### src/rtl/assert_macros.svh
// Assertion helpers shared by the extractor modules.
`ifndef ASSERT_MACROS_SVH
`define ASSERT_MACROS_SVH

// Property that must hold at every clock edge outside reset.
`define CKE_ASSERT(lbl, clk, rst_n, prop, msg) \
    lbl: assert property (@(posedge clk) disable iff (!rst_n) (prop)) \
        else $error(msg);

// Consequent must hold in the cycle after the antecedent.
`define CKE_ASSERT_NEXT(lbl, clk, rst_n, ante, cons, msg) \
    lbl: assert property (@(posedge clk) disable iff (!rst_n) (ante) |=> (cons)) \
        else $error(msg);

`endif

### src/rtl/cke_pkg.sv
`default_nettype none

package cke_pkg;

    localparam int MAX_DIM = 4096;
    localparam int POS_W   = $clog2(MAX_DIM);
    localparam int DIM_W   = POS_W + 1;

    localparam int KEY_W     = 24;
    localparam int BYTE_W    = 8;
    localparam int CFG_IDX_W = 3;

    localparam logic [BYTE_W-1:0] BYTE_MAX = {BYTE_W{1'b1}};

    localparam logic [DIM_W-1:0] DIM_MAX     = DIM_W'(MAX_DIM);
    localparam logic [DIM_W-1:0] DIM_ONE     = DIM_W'(1);
    localparam logic [DIM_W-1:0] BATCH_RESET = DIM_W'(2000);

    localparam logic [CFG_IDX_W-1:0] REG_KEY_COLOR   = CFG_IDX_W'(0);
    localparam logic [CFG_IDX_W-1:0] REG_KEY_TOL     = CFG_IDX_W'(1);
    localparam logic [CFG_IDX_W-1:0] REG_WIDTH       = CFG_IDX_W'(2);
    localparam logic [CFG_IDX_W-1:0] REG_HEIGHT      = CFG_IDX_W'(3);
    localparam logic [CFG_IDX_W-1:0] REG_BATCH_LIMIT = CFG_IDX_W'(4);

    localparam logic KIND_RUN   = 1'b0;
    localparam logic KIND_CLOSE = 1'b1;

    localparam int QUEUE_DEPTH = 4;
    localparam int QPTR_W      = $clog2(QUEUE_DEPTH);
    localparam int QCNT_W      = QPTR_W + 1;

    localparam int S_TDATA_W = 3 * BYTE_W;
    localparam int RES_W     = 5 * DIM_W;
    localparam int M_TDATA_W = ((RES_W + 7) / 8) * 8;
    localparam int PAD_W     = M_TDATA_W - RES_W;

    typedef struct packed {
        logic             has_rect;
        logic             frame_end;
        logic [POS_W-1:0] start;
        logic [DIM_W-1:0] end_x;
        logic [POS_W-1:0] row;
    } t_event;

    typedef struct packed {
        logic             kind;
        logic [DIM_W-1:0] left;
        logic [DIM_W-1:0] top;
        logic [DIM_W-1:0] right;
        logic [DIM_W-1:0] bottom;
        logic [DIM_W-1:0] count;
        logic             done;
    } t_result;

    typedef enum logic [1:0] {
        BK_IDLE,
        BK_BATCH,
        BK_FINAL
    } t_back_state;

endpackage

`default_nettype wire

### src/rtl/cke_front.sv
`default_nettype none
`include "assert_macros.svh"

module cke_front (
    input  wire logic                           i_clk,
    input  wire logic                           i_rst_n,
    input  wire logic                           i_pix_valid,
    output logic                                o_pix_ready,
    input  wire logic [cke_pkg::S_TDATA_W-1:0]  i_pix_data,
    input  wire logic [cke_pkg::KEY_W-1:0]      i_key_color,
    input  wire logic [cke_pkg::KEY_W-1:0]      i_key_tol,
    input  wire logic [cke_pkg::DIM_W-1:0]      i_width,
    input  wire logic [cke_pkg::DIM_W-1:0]      i_height,
    input  wire logic                           i_q_full,
    output logic                                o_push,
    output cke_pkg::t_event                     o_ev
);

    function automatic logic in_key(input logic [cke_pkg::BYTE_W-1:0] v,
                                    input logic [cke_pkg::BYTE_W-1:0] lo,
                                    input logic [cke_pkg::BYTE_W-1:0] tol);
        logic [cke_pkg::BYTE_W:0]   sum;
        logic [cke_pkg::BYTE_W-1:0] hi;
        sum = {1'b0, lo} + {1'b0, tol};
        hi  = sum[cke_pkg::BYTE_W] ? cke_pkg::BYTE_MAX : sum[cke_pkg::BYTE_W-1:0];
        return (v >= lo) && (v <= hi);
    endfunction

    function automatic logic [cke_pkg::DIM_W-1:0] clamp_dim(
        input logic [cke_pkg::DIM_W-1:0] v);
        logic [cke_pkg::DIM_W-1:0] r;
        if (v == '0) begin
            r = cke_pkg::DIM_ONE;
        end else if (v > cke_pkg::DIM_MAX) begin
            r = cke_pkg::DIM_MAX;
        end else begin
            r = v;
        end
        return r;
    endfunction

    logic [cke_pkg::POS_W-1:0] r_column, n_column;
    logic [cke_pkg::POS_W-1:0] r_row, n_row;
    logic                      r_in_run, n_in_run;
    logic [cke_pkg::POS_W-1:0] r_run_start, n_run_start;

    logic                      accept;
    logic                      clear_px;
    logic                      emit;
    logic                      last_col;
    logic                      last_row;
    logic [cke_pkg::DIM_W-1:0] col_inc;
    logic [cke_pkg::DIM_W-1:0] row_inc;
    logic [cke_pkg::POS_W-1:0] start;

    assign o_pix_ready = !i_q_full;
    assign accept      = i_pix_valid && !i_q_full;

    always_comb begin
        clear_px = in_key(i_pix_data[7:0],   i_key_color[7:0],   i_key_tol[7:0])
                && in_key(i_pix_data[15:8],  i_key_color[15:8],  i_key_tol[15:8])
                && in_key(i_pix_data[23:16], i_key_color[23:16], i_key_tol[23:16]);
        col_inc  = {1'b0, r_column} + cke_pkg::DIM_ONE;
        row_inc  = {1'b0, r_row} + cke_pkg::DIM_ONE;
        last_col = col_inc >= clamp_dim(i_width);
        last_row = row_inc >= clamp_dim(i_height);
        emit     = clear_px ? r_in_run : last_col;
        start    = (!clear_px && !r_in_run) ? r_column : r_run_start;

        o_ev.has_rect  = emit;
        o_ev.frame_end = last_col && last_row;
        o_ev.start     = start;
        o_ev.end_x     = clear_px ? {1'b0, r_column} : col_inc;
        o_ev.row       = r_row;
        o_push         = accept && (emit || (last_col && last_row));

        n_in_run    = r_in_run;
        n_run_start = r_run_start;
        n_column    = r_column;
        n_row       = r_row;
        if (accept) begin
            n_in_run    = !clear_px && !last_col;
            n_run_start = start;
            if (last_col) begin
                n_column = '0;
                n_row    = last_row ? '0 : row_inc[cke_pkg::POS_W-1:0];
            end else begin
                n_column = col_inc[cke_pkg::POS_W-1:0];
            end
        end
    end

    always_ff @(posedge i_clk) begin
        if (!i_rst_n) begin
            r_column    <= '0;
            r_row       <= '0;
            r_in_run    <= 1'b0;
            r_run_start <= '0;
        end else begin
            r_column    <= n_column;
            r_row       <= n_row;
            r_in_run    <= n_in_run;
            r_run_start <= n_run_start;
        end
    end

    `CKE_ASSERT(a_run_not_empty, i_clk, i_rst_n, !(o_push && o_ev.has_rect) || (o_ev.end_x > {1'b0, o_ev.start}), "run rectangle has no width")

endmodule

`default_nettype wire

### src/rtl/cke_queue.sv
`default_nettype none
`include "assert_macros.svh"

module cke_queue (
    input  wire logic            i_clk,
    input  wire logic            i_rst_n,
    input  wire logic            i_push,
    input  wire cke_pkg::t_event i_ev,
    output logic                 o_full,
    output logic                 o_valid,
    output cke_pkg::t_event      o_head,
    input  wire logic            i_pop
);

    cke_pkg::t_event            r_mem [cke_pkg::QUEUE_DEPTH];
    logic [cke_pkg::QPTR_W-1:0] r_wr_ptr;
    logic [cke_pkg::QPTR_W-1:0] r_rd_ptr;
    logic [cke_pkg::QCNT_W-1:0] r_count;
    logic                       do_push;
    logic                       do_pop;

    assign o_full  = r_count == cke_pkg::QCNT_W'(cke_pkg::QUEUE_DEPTH);
    assign o_valid = r_count != '0;
    assign o_head  = r_mem[r_rd_ptr];
    assign do_push = i_push && !o_full;
    assign do_pop  = i_pop && o_valid;

    always_ff @(posedge i_clk) begin
        if (do_push) begin
            r_mem[r_wr_ptr] <= i_ev;
        end
    end

    always_ff @(posedge i_clk) begin
        if (!i_rst_n) begin
            r_wr_ptr <= '0;
            r_rd_ptr <= '0;
            r_count  <= '0;
        end else begin
            if (do_push) begin
                r_wr_ptr <= r_wr_ptr + cke_pkg::QPTR_W'(1);
            end
            if (do_pop) begin
                r_rd_ptr <= r_rd_ptr + cke_pkg::QPTR_W'(1);
            end
            r_count <= r_count + cke_pkg::QCNT_W'(do_push) - cke_pkg::QCNT_W'(do_pop);
        end
    end

    `CKE_ASSERT(a_queue_bound, i_clk, i_rst_n, r_count <= cke_pkg::QCNT_W'(cke_pkg::QUEUE_DEPTH), "event queue count past depth")
    `CKE_ASSERT(a_no_push_full, i_clk, i_rst_n, !(i_push && o_full), "event pushed into a full queue")

endmodule

`default_nettype wire

### src/rtl/cke_back.sv
`default_nettype none
`include "assert_macros.svh"

module cke_back (
    input  wire logic                       i_clk,
    input  wire logic                       i_rst_n,
    input  wire logic                       i_ev_valid,
    input  wire cke_pkg::t_event            i_ev,
    output logic                            o_ev_pop,
    input  wire logic [cke_pkg::DIM_W-1:0]  i_batch_limit,
    output logic                            o_out_valid,
    input  wire logic                       i_out_ready,
    output cke_pkg::t_result                o_out
);

    cke_pkg::t_back_state      r_state, n_state;
    logic                      r_frame_end, n_frame_end;
    logic [cke_pkg::DIM_W-1:0] r_count, n_count;
    logic [cke_pkg::DIM_W-1:0] r_left, n_left;
    logic [cke_pkg::DIM_W-1:0] r_top, n_top;
    logic [cke_pkg::DIM_W-1:0] r_right, n_right;
    logic [cke_pkg::DIM_W-1:0] r_bottom, n_bottom;
    logic                      r_out_valid, n_out_valid;
    cke_pkg::t_result          r_out, n_out;

    logic                      out_free;
    logic [cke_pkg::DIM_W-1:0] ev_left;
    logic [cke_pkg::DIM_W-1:0] ev_top;
    logic [cke_pkg::DIM_W-1:0] ev_bottom;
    logic [cke_pkg::DIM_W-1:0] cnt_inc;

    assign out_free    = !r_out_valid || i_out_ready;
    assign o_out_valid = r_out_valid;
    assign o_out       = r_out;

    always_comb begin
        ev_left   = {1'b0, i_ev.start};
        ev_top    = {1'b0, i_ev.row};
        ev_bottom = {1'b0, i_ev.row} + cke_pkg::DIM_ONE;
        cnt_inc   = r_count + cke_pkg::DIM_ONE;

        n_state     = r_state;
        n_frame_end = r_frame_end;
        n_count     = r_count;
        n_left      = r_left;
        n_top       = r_top;
        n_right     = r_right;
        n_bottom    = r_bottom;
        n_out_valid = r_out_valid && !i_out_ready;
        n_out       = r_out;
        o_ev_pop    = 1'b0;

        n_out.kind   = cke_pkg::KIND_CLOSE;
        n_out.left   = r_left;
        n_out.top    = r_top;
        n_out.right  = r_right;
        n_out.bottom = r_bottom;
        n_out.count  = r_count;
        n_out.done   = 1'b0;
        if (!out_free) begin
            n_out = r_out;
        end

        unique case (r_state)
            cke_pkg::BK_IDLE: begin
                if (i_ev_valid && out_free) begin
                    o_ev_pop    = 1'b1;
                    n_out_valid = 1'b1;
                    n_frame_end = i_ev.frame_end;
                    if (i_ev.has_rect) begin
                        n_out.kind   = cke_pkg::KIND_RUN;
                        n_out.left   = ev_left;
                        n_out.top    = ev_top;
                        n_out.right  = i_ev.end_x;
                        n_out.bottom = ev_bottom;
                        n_out.count  = '0;
                        n_left   = (ev_left < r_left) ? ev_left : r_left;
                        n_top    = (ev_top < r_top) ? ev_top : r_top;
                        n_right  = (i_ev.end_x > r_right) ? i_ev.end_x : r_right;
                        n_bottom = (ev_bottom > r_bottom) ? ev_bottom : r_bottom;
                        n_count  = cnt_inc;
                        if (cnt_inc >= i_batch_limit) begin
                            n_state = cke_pkg::BK_BATCH;
                        end else if (i_ev.frame_end) begin
                            n_state = cke_pkg::BK_FINAL;
                        end
                    end else begin
                        n_out.done = 1'b1;
                        n_count    = '0;
                        n_left     = cke_pkg::DIM_MAX;
                        n_top      = cke_pkg::DIM_MAX;
                        n_right    = '0;
                        n_bottom   = '0;
                    end
                end
            end
            cke_pkg::BK_BATCH: begin
                if (out_free) begin
                    n_out_valid = 1'b1;
                    n_count     = '0;
                    n_left      = cke_pkg::DIM_MAX;
                    n_top       = cke_pkg::DIM_MAX;
                    n_right     = '0;
                    n_bottom    = '0;
                    n_state     = r_frame_end ? cke_pkg::BK_FINAL : cke_pkg::BK_IDLE;
                end
            end
            cke_pkg::BK_FINAL: begin
                if (out_free) begin
                    n_out_valid = 1'b1;
                    n_out.done  = 1'b1;
                    n_count     = '0;
                    n_left      = cke_pkg::DIM_MAX;
                    n_top       = cke_pkg::DIM_MAX;
                    n_right     = '0;
                    n_bottom    = '0;
                    n_state     = cke_pkg::BK_IDLE;
                end
            end
            default: begin
                n_state = cke_pkg::BK_IDLE;
            end
        endcase
    end

    always_ff @(posedge i_clk) begin
        if (!i_rst_n) begin
            r_state     <= cke_pkg::BK_IDLE;
            r_frame_end <= 1'b0;
            r_count     <= '0;
            r_left      <= cke_pkg::DIM_MAX;
            r_top       <= cke_pkg::DIM_MAX;
            r_right     <= '0;
            r_bottom    <= '0;
            r_out_valid <= 1'b0;
        end else begin
            r_state     <= n_state;
            r_frame_end <= n_frame_end;
            r_count     <= n_count;
            r_left      <= n_left;
            r_top       <= n_top;
            r_right     <= n_right;
            r_bottom    <= n_bottom;
            r_out_valid <= n_out_valid;
        end
    end

    always_ff @(posedge i_clk) begin
        r_out <= n_out;
    end

    `CKE_ASSERT(a_done_on_close, i_clk, i_rst_n, !(r_out_valid && r_out.done) || (r_out.kind == cke_pkg::KIND_CLOSE), "frame end flagged on a run item")
    `CKE_ASSERT_NEXT(a_final_clears, i_clk, i_rst_n, (r_state == cke_pkg::BK_FINAL) && out_free, (r_count == '0) && (r_left == cke_pkg::DIM_MAX) && (r_state == cke_pkg::BK_IDLE), "batch not cleared after final close")

endmodule

`default_nettype wire

### src/rtl/color_key_run_extractor_top.sv
// Color-key run extractor.
// Pixels enter on the slave stream, one 24-bit word per transfer, in raster
// order. Each maximal run of opaque pixels in a row leaves the master stream
// as a run rectangle (tuser 0); a close item (tuser 1) carries the batch
// bounds and count whenever the count reaches the batch limit, and once more
// with tlast high after the last pixel of the frame.
// Configuration registers are written through the cfg channel, which is
// always ready; write them only while the block is idle.
// The front classifies a pixel and updates the column, row and run tracking
// in the cycle it is accepted, so one pixel is taken every cycle while the
// queue has room. Events go through a four-entry queue to the back, which
// updates the batch bounds and issues one result per cycle, while the
// receiver does not stall, into an output register.
// A pixel can cause up to three results; while the back works through them
// and the receiver stalls, the queue fills and the slave tready drops.
// Synchronous active-low reset clears the position, the batch and the
// registers to their defaults; the block accepts pixels right after reset.
`default_nettype none

module color_key_run_extractor_top (
    input  wire logic                              i_clk,
    input  wire logic                              i_rst_n,
    input  wire logic                              i_s_tvalid,
    output logic                                   o_s_tready,
    // pixel_byte0, pixel_byte1, pixel_byte2
    input  wire logic [cke_pkg::S_TDATA_W-1:0]     i_s_tdata,
    output logic                                   o_m_tvalid,
    input  wire logic                              i_m_tready,
    // rect_left, rect_top, rect_right, rect_bottom, batch_count, zero pad
    output logic [cke_pkg::M_TDATA_W-1:0]          o_m_tdata,
    // item_kind
    output logic                                   o_m_tuser,
    output logic                                   o_m_tlast,
    input  wire logic                              i_cfg_valid,
    output logic                                   o_cfg_ready,
    input  wire logic [cke_pkg::CFG_IDX_W-1:0]     i_cfg_index,
    input  wire logic [cke_pkg::KEY_W-1:0]         i_cfg_data
);

    logic [cke_pkg::KEY_W-1:0] r_key_color;
    logic [cke_pkg::KEY_W-1:0] r_key_tol;
    logic [cke_pkg::DIM_W-1:0] r_width;
    logic [cke_pkg::DIM_W-1:0] r_height;
    logic [cke_pkg::DIM_W-1:0] r_batch_limit;

    logic             q_full;
    logic             push;
    cke_pkg::t_event  push_ev;
    logic             head_valid;
    cke_pkg::t_event  head_ev;
    logic             pop;
    cke_pkg::t_result res;

    assign o_cfg_ready = 1'b1;

    always_ff @(posedge i_clk) begin
        if (!i_rst_n) begin
            r_key_color   <= '0;
            r_key_tol     <= '0;
            r_width       <= cke_pkg::DIM_MAX;
            r_height      <= cke_pkg::DIM_MAX;
            r_batch_limit <= cke_pkg::BATCH_RESET;
        end else if (i_cfg_valid) begin
            unique case (i_cfg_index)
                cke_pkg::REG_KEY_COLOR:   r_key_color   <= i_cfg_data;
                cke_pkg::REG_KEY_TOL:     r_key_tol     <= i_cfg_data;
                cke_pkg::REG_WIDTH:       r_width       <= i_cfg_data[cke_pkg::DIM_W-1:0];
                cke_pkg::REG_HEIGHT:      r_height      <= i_cfg_data[cke_pkg::DIM_W-1:0];
                cke_pkg::REG_BATCH_LIMIT: r_batch_limit <= i_cfg_data[cke_pkg::DIM_W-1:0];
                default: begin
                end
            endcase
        end
    end

    cke_front u_front (
        .i_clk       (i_clk),
        .i_rst_n     (i_rst_n),
        .i_pix_valid (i_s_tvalid),
        .o_pix_ready (o_s_tready),
        .i_pix_data  (i_s_tdata),
        .i_key_color (r_key_color),
        .i_key_tol   (r_key_tol),
        .i_width     (r_width),
        .i_height    (r_height),
        .i_q_full    (q_full),
        .o_push      (push),
        .o_ev        (push_ev)
    );

    cke_queue u_queue (
        .i_clk   (i_clk),
        .i_rst_n (i_rst_n),
        .i_push  (push),
        .i_ev    (push_ev),
        .o_full  (q_full),
        .o_valid (head_valid),
        .o_head  (head_ev),
        .i_pop   (pop)
    );

    cke_back u_back (
        .i_clk         (i_clk),
        .i_rst_n       (i_rst_n),
        .i_ev_valid    (head_valid),
        .i_ev          (head_ev),
        .o_ev_pop      (pop),
        .i_batch_limit (r_batch_limit),
        .o_out_valid   (o_m_tvalid),
        .i_out_ready   (i_m_tready),
        .o_out         (res)
    );

    assign o_m_tdata = {{cke_pkg::PAD_W{1'b0}}, res.count, res.bottom, res.right,
                        res.top, res.left};
    assign o_m_tuser = res.kind;
    assign o_m_tlast = res.done;

endmodule

`default_nettype wire
### config.mk
export PLATFORM = sky130hd
export DESIGN_NAME = color_key_run_extractor_top
export DESIGN_NICKNAME = d
export VERILOG_FILES = /design/src/rtl/cke_pkg.sv /design/src/rtl/cke_front.sv /design/src/rtl/cke_queue.sv /design/src/rtl/cke_back.sv /design/src/rtl/color_key_run_extractor_top.sv
export VERILOG_INCLUDE_DIRS = /design/src /design/src/rtl
export SDC_FILE = /design/constraint.sdc
export NUM_CORES = 1
export LEC_CHECK = 0
export BUFFER_PORTS_ARGS = -buffer_cell sky130_fd_sc_hd__buf_2
export CAP_MARGIN = 20
export CORE_ASPECT_RATIO = 1.75
export CORE_UTILIZATION = 35
export CTS_CLUSTER_SIZE = 14
export DETAILED_ROUTE_END_ITERATION = 8
export HOLD_SLACK_MARGIN = 0.1
export PLACE_DENSITY = 0.58
export SLEW_MARGIN = 20
export SYNTH_ARGS = -nofsm -noshare
export SYNTH_HDL_FRONTEND = slang
export SYNTH_SLANG_ARGS = --single-unit
### constraint.sdc
create_clock -name i_clk -period 10.34 [get_ports i_clk]
set_clock_uncertainty 0.05 [all_clocks]
set_input_delay 2.068 -clock i_clk [delete_from_list [all_inputs] [get_ports i_clk]]
set_output_delay 2.068 -clock i_clk [all_outputs]
set_load 0.01 [all_outputs]
Word-level counts from Yosys, hierarchy flattened
Memories as Yosys holds them, arrays and structs flattened. A register that Yosys moved wholly into a read port is not among the register bits.
Cells that the tools add are included.
{"block": "totals", "regBits": 267, "wordCells": 170, "ram_bits": 156, "output_inout_bits": 77, "mem_count": 1}
{"block": "classes", "magnitude_cmp": 15, "mux": 57, "addsub": 11, "n_eq_ne": 17, "reduce_logical": 42}
{"name": "u_queue.r_mem", "depth": 4, "word_bits": 39, "rd": 1, "rd_clocked_by_memory_dff": 1, "write_ports": 1, "line_no": "cke_queue.sv:15", "text": "cke_pkg::t_event r_mem [cke_pkg::QUEUE_DEPTH];"}
{"cell": "13-bit two-way mux", "count": 21}
{"cell": "67-bit two-way mux", "count": 2}
{"cell": "66-bit two-way mux", "count": 2}
{"cell": "13-bit case mux with 2 select lines", "count": 5}
{"cell": "12-bit by 1-bit adder with 13-bit output, second input constant", "count": 3}
{"cell": "13-bit >= comparator", "count": 3}
{"cell": "12-bit two-way mux", "count": 3}
{"cell": "8-bit by 8-bit adder with 9-bit output", "count": 3}
{"cell": "13-bit greater-than comparator", "count": 2}
{"cell": "13-bit greater-than comparator, second input constant", "count": 2}
{"cell": "13-bit zero test", "count": 2}
{"cell": "12-bit by 13-bit less-than comparator with 1-bit output", "count": 2}
{"cell": "8-bit >= comparator", "count": 3}
{"cell": "8-bit <= comparator", "count": 3}
{"cell": "8-bit two-way mux", "count": 3}
{"cell": "2-bit two-way mux", "count": 9}
{"cell": "4-bit AND reduction", "count": 4}
{"cell": "1-bit logical AND", "count": 14}
{"cell": "2-bit AND reduction", "count": 7}
{"cell": "13-bit by 1-bit adder with 13-bit output, second input constant", "count": 1}
{"cell": "3-bit by 2-bit != test with 1-bit output, second input constant", "count": 4}
{"cell": "1-bit two-way mux", "count": 9}
{"cell": "2-bit by 1-bit != test with 1-bit output, second input constant", "count": 4}
{"cell": "3-bit by 2-bit equality test with 1-bit output, second input constant", "count": 2}
{"cell": "20 further kinds", "count": 29}

Longest topological paths before layout
Gate-level depths: netlist (run 1).
{"block": "logic_depth", "depth_word": 12, "depth_mapped": 24, "depth_no_buf": 24}

Modules after synthesis
From an unflattened synthesis (run 1), not the netlist that was laid out.
{"block": "hier_totals", "cells_unflattened": 2100, "area_unflattened_um2": 21668.3}
{"mod": "cke_back", "area_each_um2": 7078.0, "cells_per_inst": 861, "instances": 1}
{"mod": "cke_queue", "area_each_um2": 6099.6, "cells_per_inst": 252, "instances": 1}
{"mod": "cke_front", "area_each_um2": 5092.4, "cells_per_inst": 656, "instances": 1}
{"mod": "color_key_run_extractor_top", "area_each_um2": 3398.3, "cells_per_inst": 331, "instances": 1}

Worst setup path after synthesis (run 1)
Ideal clock, no wire load.
{"block": "synth_path", "path_kind": "register to register", "startpoint": "register r_key_color[8] (netlist bit)", "endpoint": "memory u_queue.r_mem[0][0] (netlist bit), enable pin", "required_time_ps": 9890, "slack_ps": 5056, "setup_time_ps": 400, "t_arrival_ps": 4834, "stages_incl_launch_ff": 18, "synth_period_minus_slack_ps": 5284, "path_cell_list": "dfxtp_1 ha_1 fa_1 a21o_1 a21oi_1 nor2b_1 o21a_1 o21ai_0 nand2b_1 a21o_1 or2_2 ha_1 nand4_1 or2_2 a221oi_1 nand3_1 o22ai_2 and2_1"}
{"block": "synth_between", "elab_chain_cells": 12, "elab_cells_between_ends": 13, "cone_classes": "add/sub: 1; order compare: 2; mux: 4; reduce/logical: 6"}
{"item": "start: declaration", "line_no": "color_key_run_extractor_top.sv:40", "text": "logic [cke_pkg::KEY_W-1:0] r_key_color;"}
{"item": "start signal: assignment", "line_no": "color_key_run_extractor_top.sv:65", "text": "cke_pkg::REG_KEY_COLOR: r_key_color <= i_cfg_data;"}
{"item": "8-bit by 8-bit adder with 9-bit output", "line_no": "cke_front.sv:24", "text": "sum = {1'b0, lo} + {1'b0, tol};"}
{"item": "8-bit two-way mux", "line_no": "cke_front.sv:25", "text": "hi = sum[cke_pkg::BYTE_W] ? cke_pkg::BYTE_MAX : sum[cke_pkg::BYTE_W-1:0];"}
{"item": "8-bit <= comparator", "line_no": "cke_front.sv:26", "text": "return (v >= lo) && (v <= hi);"}
{"item": "1-bit logical AND (*)", "line_no": "cke_front.sv:26"}
{"item": "1-bit logical AND (*)", "line_no": "cke_front.sv:61", "text": "&& in_key(i_pix_data[15:8], i_key_color[15:8], i_key_tol[15:8])"}
{"item": "1-bit logical AND (*)", "line_no": "cke_front.sv:62", "text": "&& in_key(i_pix_data[23:16], i_key_color[23:16], i_key_tol[23:16]);"}
{"item": "1-bit two-way mux (*)", "line_no": "cke_front.sv:67", "text": "emit = clear_px ? r_in_run : last_col;"}
{"item": "1-bit logical OR (*)", "line_no": "cke_front.sv:75", "text": "o_push = accept && (emit || (last_col && last_row));"}
{"item": "1-bit logical AND (*)", "line_no": "cke_front.sv:75"}
{"item": "1-bit logical AND (*)", "line_no": "cke_queue.sv:25", "text": "assign do_push = i_push && !o_full;"}
{"item": "net u_queue.do_push", "line_no": "cke_queue.sv:19", "text": "logic do_push;"}
{"item": "1-bit two-way mux (*)", "line_no": "cke_queue.sv:29", "text": "if (do_push) begin"}
{"item": "1-bit two-way mux (implied by the code) (*)", "line_no": "cke_queue.sv:30", "text": "r_mem[r_wr_ptr] <= i_ev;"}
{"item": "end: declaration", "line_no": "cke_queue.sv:15"}
Mark *: on every way through the listed nets, which the timed path passes. The rest lies on a longest branch.

Final worst setup path (run 1)
{"block": "layout_path", "startpoint": "register r_key_color[8] (netlist bit)", "endpoint": "memory u_queue.r_mem[1][4] (netlist bit), enable pin"}
The elaborated chain is that of the path after synthesis.

==> flow_summary_export.csv, run 1 <==
group,metric,value,unit
cts,post-cts-setup-buffer-count,0,
logic_synthesis,yosys_register_bits,425,
logic_synthesis,synth_area_leaders,"dfxtp_1, edfxtp_1, ha_1",
cts,cts.sinks,425,
place,place_hpwl,38.2,mm
timing,tns,0,ns
logic_synthesis,synth_cells,2209,
cts,clock_path_buffers,3,
min_path,whs_path_depth,2,
logic_synthesis,avgSynthCellArea,9.65,um^2
cts,clk_latency,0.55,ns
setup_path,cp_cell_sequence,"ha_1 > fa_1 > a21o_1 > a21oi_1 > nor2b_1 > o21a_1 > o21ai_0 > nand2b_1 > a21o_1 > or2_2 > ha_1 > nand4_1 > or2_2 > a221oi_1 > nand3_1 > o22ai_2 > and2_1 > buf_4",
setup_path,cp.required,10.47,ns
routing,via_per_inst,5.08,
power_and_ir_drop,totalPowerFinal,0.00497,W
die,rows,119,
place,gp_congestion,0.852,
routing,drt-pass1-iter-count,5,
grt,grt_start_max_net_pins,96,
finish,area_growth,12.6,%
job,cap_violations,0,
die,die_x,189,um
finish,antenna_cells,0,
logic_synthesis,ys_warn_count,0,
timing,finalCriticalPeriod,6.29,ns
setup_path,cp_slowest_cell,"nand3_1",
power_and_ir_drop,powerDensity,207,nW/um^2
logic_synthesis,synth_largest_area_cell,"dfxtp_1",
timing,setup_violations,0,
power_and_ir_drop,p_leak,9.33,nW
grt,grt_pass1_vias,15800,
grt,antenna_found_initial,1,
die,die_y,329,um
place,port_buffers,124,
setup_path,r2r_start,"r_key_color[8]$_SDFFE_PN0P_",
cts,cts_buffers,42,
grt,track_usage,17.0,%
logic_synthesis,synth_top_area_share,25.3,%
timing,hold_viol,0,
routing,wl,52.6,mm
setup_path,worstSetupPathType,"reg2reg",
min_path,hold_path.class,"reg2reg",
die,initial_core_util,35.5,%
logic_synthesis,synthArstFlopShare,0,%
min_path,hold_start,"u_back.o_out[65]$_DFF_P_",
finish,fin_util,39.9,%
die,die_area,62000,um^2
die,coreArea,60200,um^2
grt,grt_pass1_wl,84.0,mm
logic_synthesis,synth_most_common_cell,"nand2_1",
cts,cts_resized,0,
setup_path,path_buf_inv,1,
outcome,status,"complete, no violations",
logic_synthesis,synth_area,21300,um^2
cts,cts_tree,"built",
setup_path,arrival,6.42,ns
power_and_ir_drop,irDropWorstVdd,0.000130,V
routing,dr.first_iter.drc_count,726,
timing,slew_headroom,28.2,%
cts,cts-root-buf,"clkbuf_16",
grt,overflow,0,
setup_path,rr_worst_depth,18,
timing,fmax,159,MHz
timing,slew_viol_final,0,
cts,ctsHoldBuffers,0,
setup_path,endpoint_kind,"flop",
logic_synthesis,synth-edff-count,156,
routing,ant_nets,0,
cts,clkTransAtPathRegs,0.06,ns
finish,nNetsFinal,2513,
logic_synthesis,yosys-top-cells-count,"nand2_1, dfxtp_1, ha_1, a21oi_1, edfxtp_1",
setup_path,critPathMaxStageDelay,0.78,ns
setup_path,critPathTopFamily,"compound AO/OA/AOI/OAI gates",
cts,htreeDepth,2,
timing,period_share,60.8,%
logic_synthesis,yosys_most_used_dff,"dfxtp_1",
setup_path,r2r-end,"u_queue.r_mem[1][4]$_DFFE_PP_",
min_path,hold_end,"u_back.o_out[65]$_DFF_P_",
finish,drive_gt1_share,11.9,%
routing,drcViolationCount,0,
logic_synthesis,synth_cell_types,64,
setup_path,rrSetupSlack,4.05,ns
routing,routedWlPerCell,17.0,um
routing,vias,15700,
finish,fill_cells,5982,
logic_synthesis,seq_area_frac_synth,47.2,%
timing,tightest_slew,1.08,ns
die,ioPinCount,133,
setup_path,startpoint_type,"flop",
timing,rsz0062_at_grt,"no",
setup_path,crit_path_max_fanout,36,
registers in the layout (all words and copies together) (netlist names), 2 cells and up, named ones only:
name / cells
r_width: 13
u_queue.r_rd_ptr: 2
u_front.r_row: 12
u_queue.r_mem: 156
u_queue.r_count: 3
r_batch_limit: 13
u_back.r_bottom: 13
r_key_color: 24
u_back.o_out: 67
r_height: 13
u_back.r_left: 13
u_front.r_run_start: 12
u_back.r_count: 13
u_queue.r_wr_ptr: 2
u_back.r_top: 13
u_back.r_right: 13
u_back.r_state: 2
r_key_tol: 24
u_front.r_column: 12
cell type report:
cell class	count	area [um^2]	share of cell area (%)
multi-input cells	1562	10400	43.2
clock buffers	53	1120	4.68
clock inverters	23	268	1.12
inverters	105	394	1.64
repair buffers	144	786	3.27
flip-flops and latches	425	10100	42.0
well taps	786	983	4.10
routing by layer:
metal	up-vias	GRT usage, %	wire length, um
li1	7838	-	-
met2	279	32.6	28000
met5	-	0	17
met1	7514	18.3	20700
met3	101	2.59	2010
met4	2	6.85	1850
stage by stage:
stage | instances | worst slack (ns) | hold slack (ns) | instance area [um^2]
2_1_floorplan | 2215 | 5.06 | 0.382 | 21300
3_3_place_gp | 3020 | 4.19 | 0.391 | 22600
3_5_place_dp | 3020 | 4.05 | 0.395 | 22600
4_1_cts | 3096 | 4.06 | 0.403 | 24000
5_1_grt | 3098 | 3.71 | 0.428 | 24000
6_report | 3098 | 4.05 | 0.400 | 24000
worst register-to-register path, cell delays in order (launching register included):
cell	delay (ns)
dfxtp_1	0.33
ha_1	0.23
fa_1	0.40
a21o_1	0.19
a21oi_1	0.22
nor2b_1	0.07
o21a_1	0.17
o21ai_0	0.20
nand2b_1	0.09
a21o_1	0.26
or2_2	0.31
ha_1	0.28
nand4_1	0.12
or2_2	0.30
a221oi_1	0.59
nand3_1	0.78
o22ai_2	0.52
and2_1	0.27
buf_4	0.49
power by group:
group,switching (W),leakage [nW],internal [W]
combinational,0.000871,5.05,0.000548
clock,0.000652,0.684,0.000922
sequential,0.0000937,3.60,0.00188
cells in the final DEF (no fill, tap or decap), drive strengths merged, types with 5 or more instances in the layout:
master and instances:
o21ai 83, a211oi 7, o21bai 5, nand2 422, a32o 5, nor2 132, clkbuf 53, edfxtp 156
clkinv 14, a21boi 20, nand3 41, conb 8, a31oi 53, or3 6, nor4 6, a21oi 170
nand3b 10, nand2b 14, nand4 12, and2 38, o211ai 12, o21a 19, mux2i 18, nor3 18
mux2 14, nor2b 42, a22oi 16, a21o 23, bufinv 6, mux4 39, xnor2 37, dfxtp 269
buf 144, or2 7, and3 29, ha 173, a22o 13, inv 108, xor2 34
how the worst max path moves through the flow:
stage / slack (ns) / cells past startpoint / start / end
finish: 4.05 / 18 / r_key_color[8]$_SDFFE_PN0P_ / u_queue.r_mem[1][4]$_DFFE_PP_
detailed placement: 4.05 / 18 / r_key_color[8]$_SDFFE_PN0P_ / u_queue.r_mem[1][19]$_DFFE_PP_
floorplan: 5.06 / 17 / r_key_color[8]$_SDFFE_PN0P_ / u_queue.r_mem[0][0]$_DFFE_PP_
global placement: 4.19 / 22 / r_key_color[8]$_SDFFE_PN0P_ / u_queue.r_count[2]$_SDFF_PN0_
global route: 3.71 / 22 / r_key_color[8]$_SDFFE_PN0P_ / u_queue.r_count[2]$_SDFF_PN0_
CTS: 4.06 / 18 / r_key_color[8]$_SDFFE_PN0P_ / u_queue.r_mem[1][1]$_DFFE_PP_
cells by family (layout without fill, tap and decap cells):
logic type | after synthesis | in the layout | share of synthesized area, %
DFF | 425 | 425 | 47.2
muxes | 71 | 71 | 5.70
adders and majority gates | 177 | 177 | 10.5
buffers and inverters | 228 | 325 | 4.33
xor gates and xnor gates | 71 | 71 | 2.92
and+or+nand+nor | 792 | 792 | 16.6
other | 2 | 8 | 0.0352
AOI/OAI and AO/OA | 443 | 443 | 12.6
Note: power is estimated with default switching activity, not from simulation.
==> run 2, diff against run 1 <==
--- a/config.mk
+++ b/config.mk
@@ -6,6 +6,7 @@
 export SDC_FILE = /design/constraint.sdc
 export NUM_CORES = 1
 export LEC_CHECK = 0
+export ABC_AREA = 1
 export BUFFER_PORTS_ARGS = -buffer_cell sky130_fd_sc_hd__buf_2
 export CAP_MARGIN = 20
 export CORE_ASPECT_RATIO = 1.75
@@ -13,7 +14,7 @@
 export CTS_CLUSTER_SIZE = 14
 export DETAILED_ROUTE_END_ITERATION = 8
 export HOLD_SLACK_MARGIN = 0.1
-export PLACE_DENSITY = 0.58
+export PLACE_DENSITY = 0.6
 export SLEW_MARGIN = 20
 export SYNTH_ARGS = -nofsm -noshare
 export SYNTH_HDL_FRONTEND = slang
==> constraint.sdc (replaced) <==
create_clock -name i_clk -period 5.3 [get_ports i_clk]
set_clock_uncertainty 0.05 [all_clocks]
set_input_delay 1.06 -clock i_clk [delete_from_list [all_inputs] [get_ports i_clk]]
set_output_delay 1.06 -clock i_clk [all_outputs]
set_load 0.01 [all_outputs]
==> run 2 against run 1 <==
Flip-flop and latch count is the same. Die area grew 2.0%. Total power grew 130%. Final cell count grew 14%. Synthesized cell count grew 19%. Clock power grew 110%. Via count grew 10%. Global-route usage grew 0.38 points.
==> flow_summary_export.csv, run 2 <==
group,metric,value,unit
outcome,status,"complete, no violations",
logic_synthesis,yosys_most_used_dff,"dfxtp_1",
routing,vias,17400,
logic_synthesis,synth_area,21800,um^2
timing,tightest_slew,1.05,ns
timing,hold_viol,0,
setup_path,startpoint,"r_key_color[0]$_SDFFE_PN0P_",
job,cap_violations,0,
grt,antenna_found_initial,1,
place,port_buffers,124,
die,coreArea,61300,um^2
timing,tns,0,ns
setup_path,r2r-end,"u_queue.r_mem[0][25]$_DFFE_PP_",
cts,clkTransAtPathRegs,0.06,ns
die,die_x,190,um
logic_synthesis,yosys_register_bits,425,
setup_path,crit_path_max_fanout,26,
cts,htreeDepth,2,
grt,grt_pass1_wl,87.4,mm
die,initial_core_util,35.5,%
logic_synthesis,synth_largest_area_cell,"dfxtp_1",
setup_path,path_buf_inv,3,
die,rows,120,
setup_path,r2r_start,"r_key_color[0]$_SDFFE_PN0P_",
power_and_ir_drop,irDropWorstVdd,0.000290,V
routing,via_per_inst,4.91,
finish,largest_register_ff_count,156,
min_path,hold_start,"r_batch_limit[2]$_SDFFE_PN0P_",
routing,ant_nets,0,
finish,final_common_cell,"nand2_1",
cts,cts_tree,"built",
place,placed_cells,3462,
logic_synthesis,synth-edff-count,156,
cts,cts_resized,0,
cts,post-cts-setup-buffer-count,0,
setup_path,cp_common_cell,"nand2_1",
cts,cts_buffers,42,
logic_synthesis,avgSynthCellArea,8.29,um^2
setup_path,startpoint_type,"flop",
logic_synthesis,synth_cells,2625,
power_and_ir_drop,p_leak,10.7,nW
timing,whs,0.412,ns
timing,slew_viol_final,0,
timing,setup_violations,0,
setup_path,crit_cells,26,
routing,drcViolationCount,0,
timing,period_share,88.8,%
finish,stdcell_count,3538,
logic_synthesis,yosys-top-cells-count,"nand2_1, dfxtp_1, nor2_1, inv_1, a21oi_1",
grt,track_usage,17.4,%
finish,drive_gt1_share,10.5,%
finish,layout_common_cells,"nand2_1, dfxtp_1, nor2_1, inv_1, a21oi_1",
place,place_hpwl,38.7,mm
setup_path,cp.required,5.54,ns
setup_path,critPathMaxStageDelay,0.64,ns
routing,drt-pass1-iter-count,5,
logic_synthesis,ys_warn_count,0,
grt,grt_start_max_net_pins,97,
timing,slew_headroom,29.9,%
timing,rsz0062_at_grt,"no",
routing,routedWlPerCell,15.4,um
logic_synthesis,seq_area_frac_synth,46.3,%
logic_synthesis,synth_top_area_share,24.7,%
cts,clock_path_buffers,3,
grt,grt_pass1_vias,16900,
setup_path,critPathTopFamily,"simple AND/OR/NAND/NOR gates",
logic_synthesis,synth_most_common_cell,"nand2_1",
min_path,hold_end,"r_batch_limit[2]$_SDFFE_PN0P_",
die,die_y,332,um
finish,area_growth,12.8,%
power_and_ir_drop,powerDensity,469,nW/um^2
die,ioPinCount,133,
setup_path,arrival,4.94,ns
timing,fmax,213,MHz
min_path,hold_path.class,"reg2reg",
setup_path,endpoint_kind,"flop",
setup_path,rrSetupSlack,0.60,ns
min_path,whs_path_depth,2,
setup_path,rr_worst_depth,26,
cts,cts-root-buf,"clkbuf_16",
setup_path,cp_slowest_cell,"o21ai_0",
cts,cts.sinks,425,
place,gp_congestion,0.836,
timing,finalCriticalPeriod,4.70,ns
finish,nNetsFinal,2946,
finish,fill_cells,6289,
cts,clk_latency,0.58,ns
routing,wl,54.5,mm
die,die_area,63200,um^2
logic_synthesis,synth_cell_types,55,
routing,dr.first_iter.drc_count,773,
grt,overflow,0,
logic_synthesis,synthArstFlopShare,0,%
finish,antenna_cells,0,
finish,regMostFlops,"u_queue.r_mem",
cts,ctsHoldBuffers,0,
logic_synthesis,synth_area_leaders,"dfxtp_1, edfxtp_1, nand2_1",
setup_path,worstSetupPathType,"reg2reg",
## run 2: cell count changes after synthesis, sizes merged, moves of 29 or more
cell	before	now
a21oi	170	238
a31oi	53	2
and2	38	3
and3	29	0
inv	105	260
mux4	39	0
nand2	422	603
nand3	41	87
nor2	132	261
nor2b	42	0
o21ai	83	239
xnor2	37	4
## run 2: how the worst max path moves through the flow
stage	endpoint	slack [ns]
4_1_cts	u_queue.r_count[2]$_SDFF_PN0_	0.51
2_1_floorplan	u_queue.r_mem[0][0]$_DFFE_PP_	0.11
3_3_place_gp	u_queue.r_count[2]$_SDFF_PN0_	0.56
5_1_grt	u_front.r_run_start[3]$_SDFFE_PN0P_	0.03
6_report	u_queue.r_mem[0][25]$_DFFE_PP_	0.60
3_5_place_dp	u_queue.r_count[1]$_SDFF_PN0_	0.50
## run 2: through the flow
stage | util (%) | setup slack (ns) | total power [W] | cell area, um^2
CTS | 40.1 | 0.511 | 0.0117 | 24500
global placement | 37.7 | 0.562 | 0.00837 | 23100
finish | 40.1 | 0.596 | 0.0115 | 24600
floorplan | - | 0.114 | 0.00725 | 21800
global route | 40.1 | 0.0301 | 0.0124 | 24600
detailed placement | 37.7 | 0.503 | 0.00841 | 23100
## run 2: final cells by class
type | instances | area (um^2) | share of cell area, %
clock buffers | 50 | 1100 | 4.48
repair buffers | 156 | 913 | 3.72
well taps | 793 | 992 | 4.04
inverters | 263 | 997 | 4.06
clock inverters | 26 | 367 | 1.49
flip-flops and latches | 425 | 10100 | 41.0
multi-input cells | 1825 | 10100 | 41.2
## run 2: worst min-delay path, delay by kind of cell (launching register included)
family	cells	cell delay (ns)
DFF	1	0.30
buffers and inverters	1	0.06
AOI/OAI and AO/OA	1	0.06
## run 2: per-layer routing
metal	share of wire, %	track usage [%]	routed length (um)
met5	0.024	0	13
met3	2.9	2.30	1600
met1	41	19.2	22200
met4	2.7	5.70	1480
met2	54	33.4	29200
## run 2: logic make-up (layout without fill, tap and decap cells)
kind of cell / count (synthesis) / count (layout) / synth area share [%]
flops: 425 / 425 / 46.3
mux: 1 / 1 / 0.0460
simple gates: 1021 / 1021 / 19.3
compound gates: 575 / 575 / 14.7
other cells: 2 / 8 / 0.0345
xor+xnor: 43 / 43 / 1.73
fa+ha+maj: 177 / 177 / 10.3
buf+inv: 381 / 495 / 7.54
## run 2: power by group
part           switching, W  leakage (nW)  total (W)  internal [W]
Clock               0.00130         0.704    0.00323       0.00192
Combinational       0.00284          6.48    0.00424       0.00140
Sequential         0.000242          3.57    0.00406       0.00381
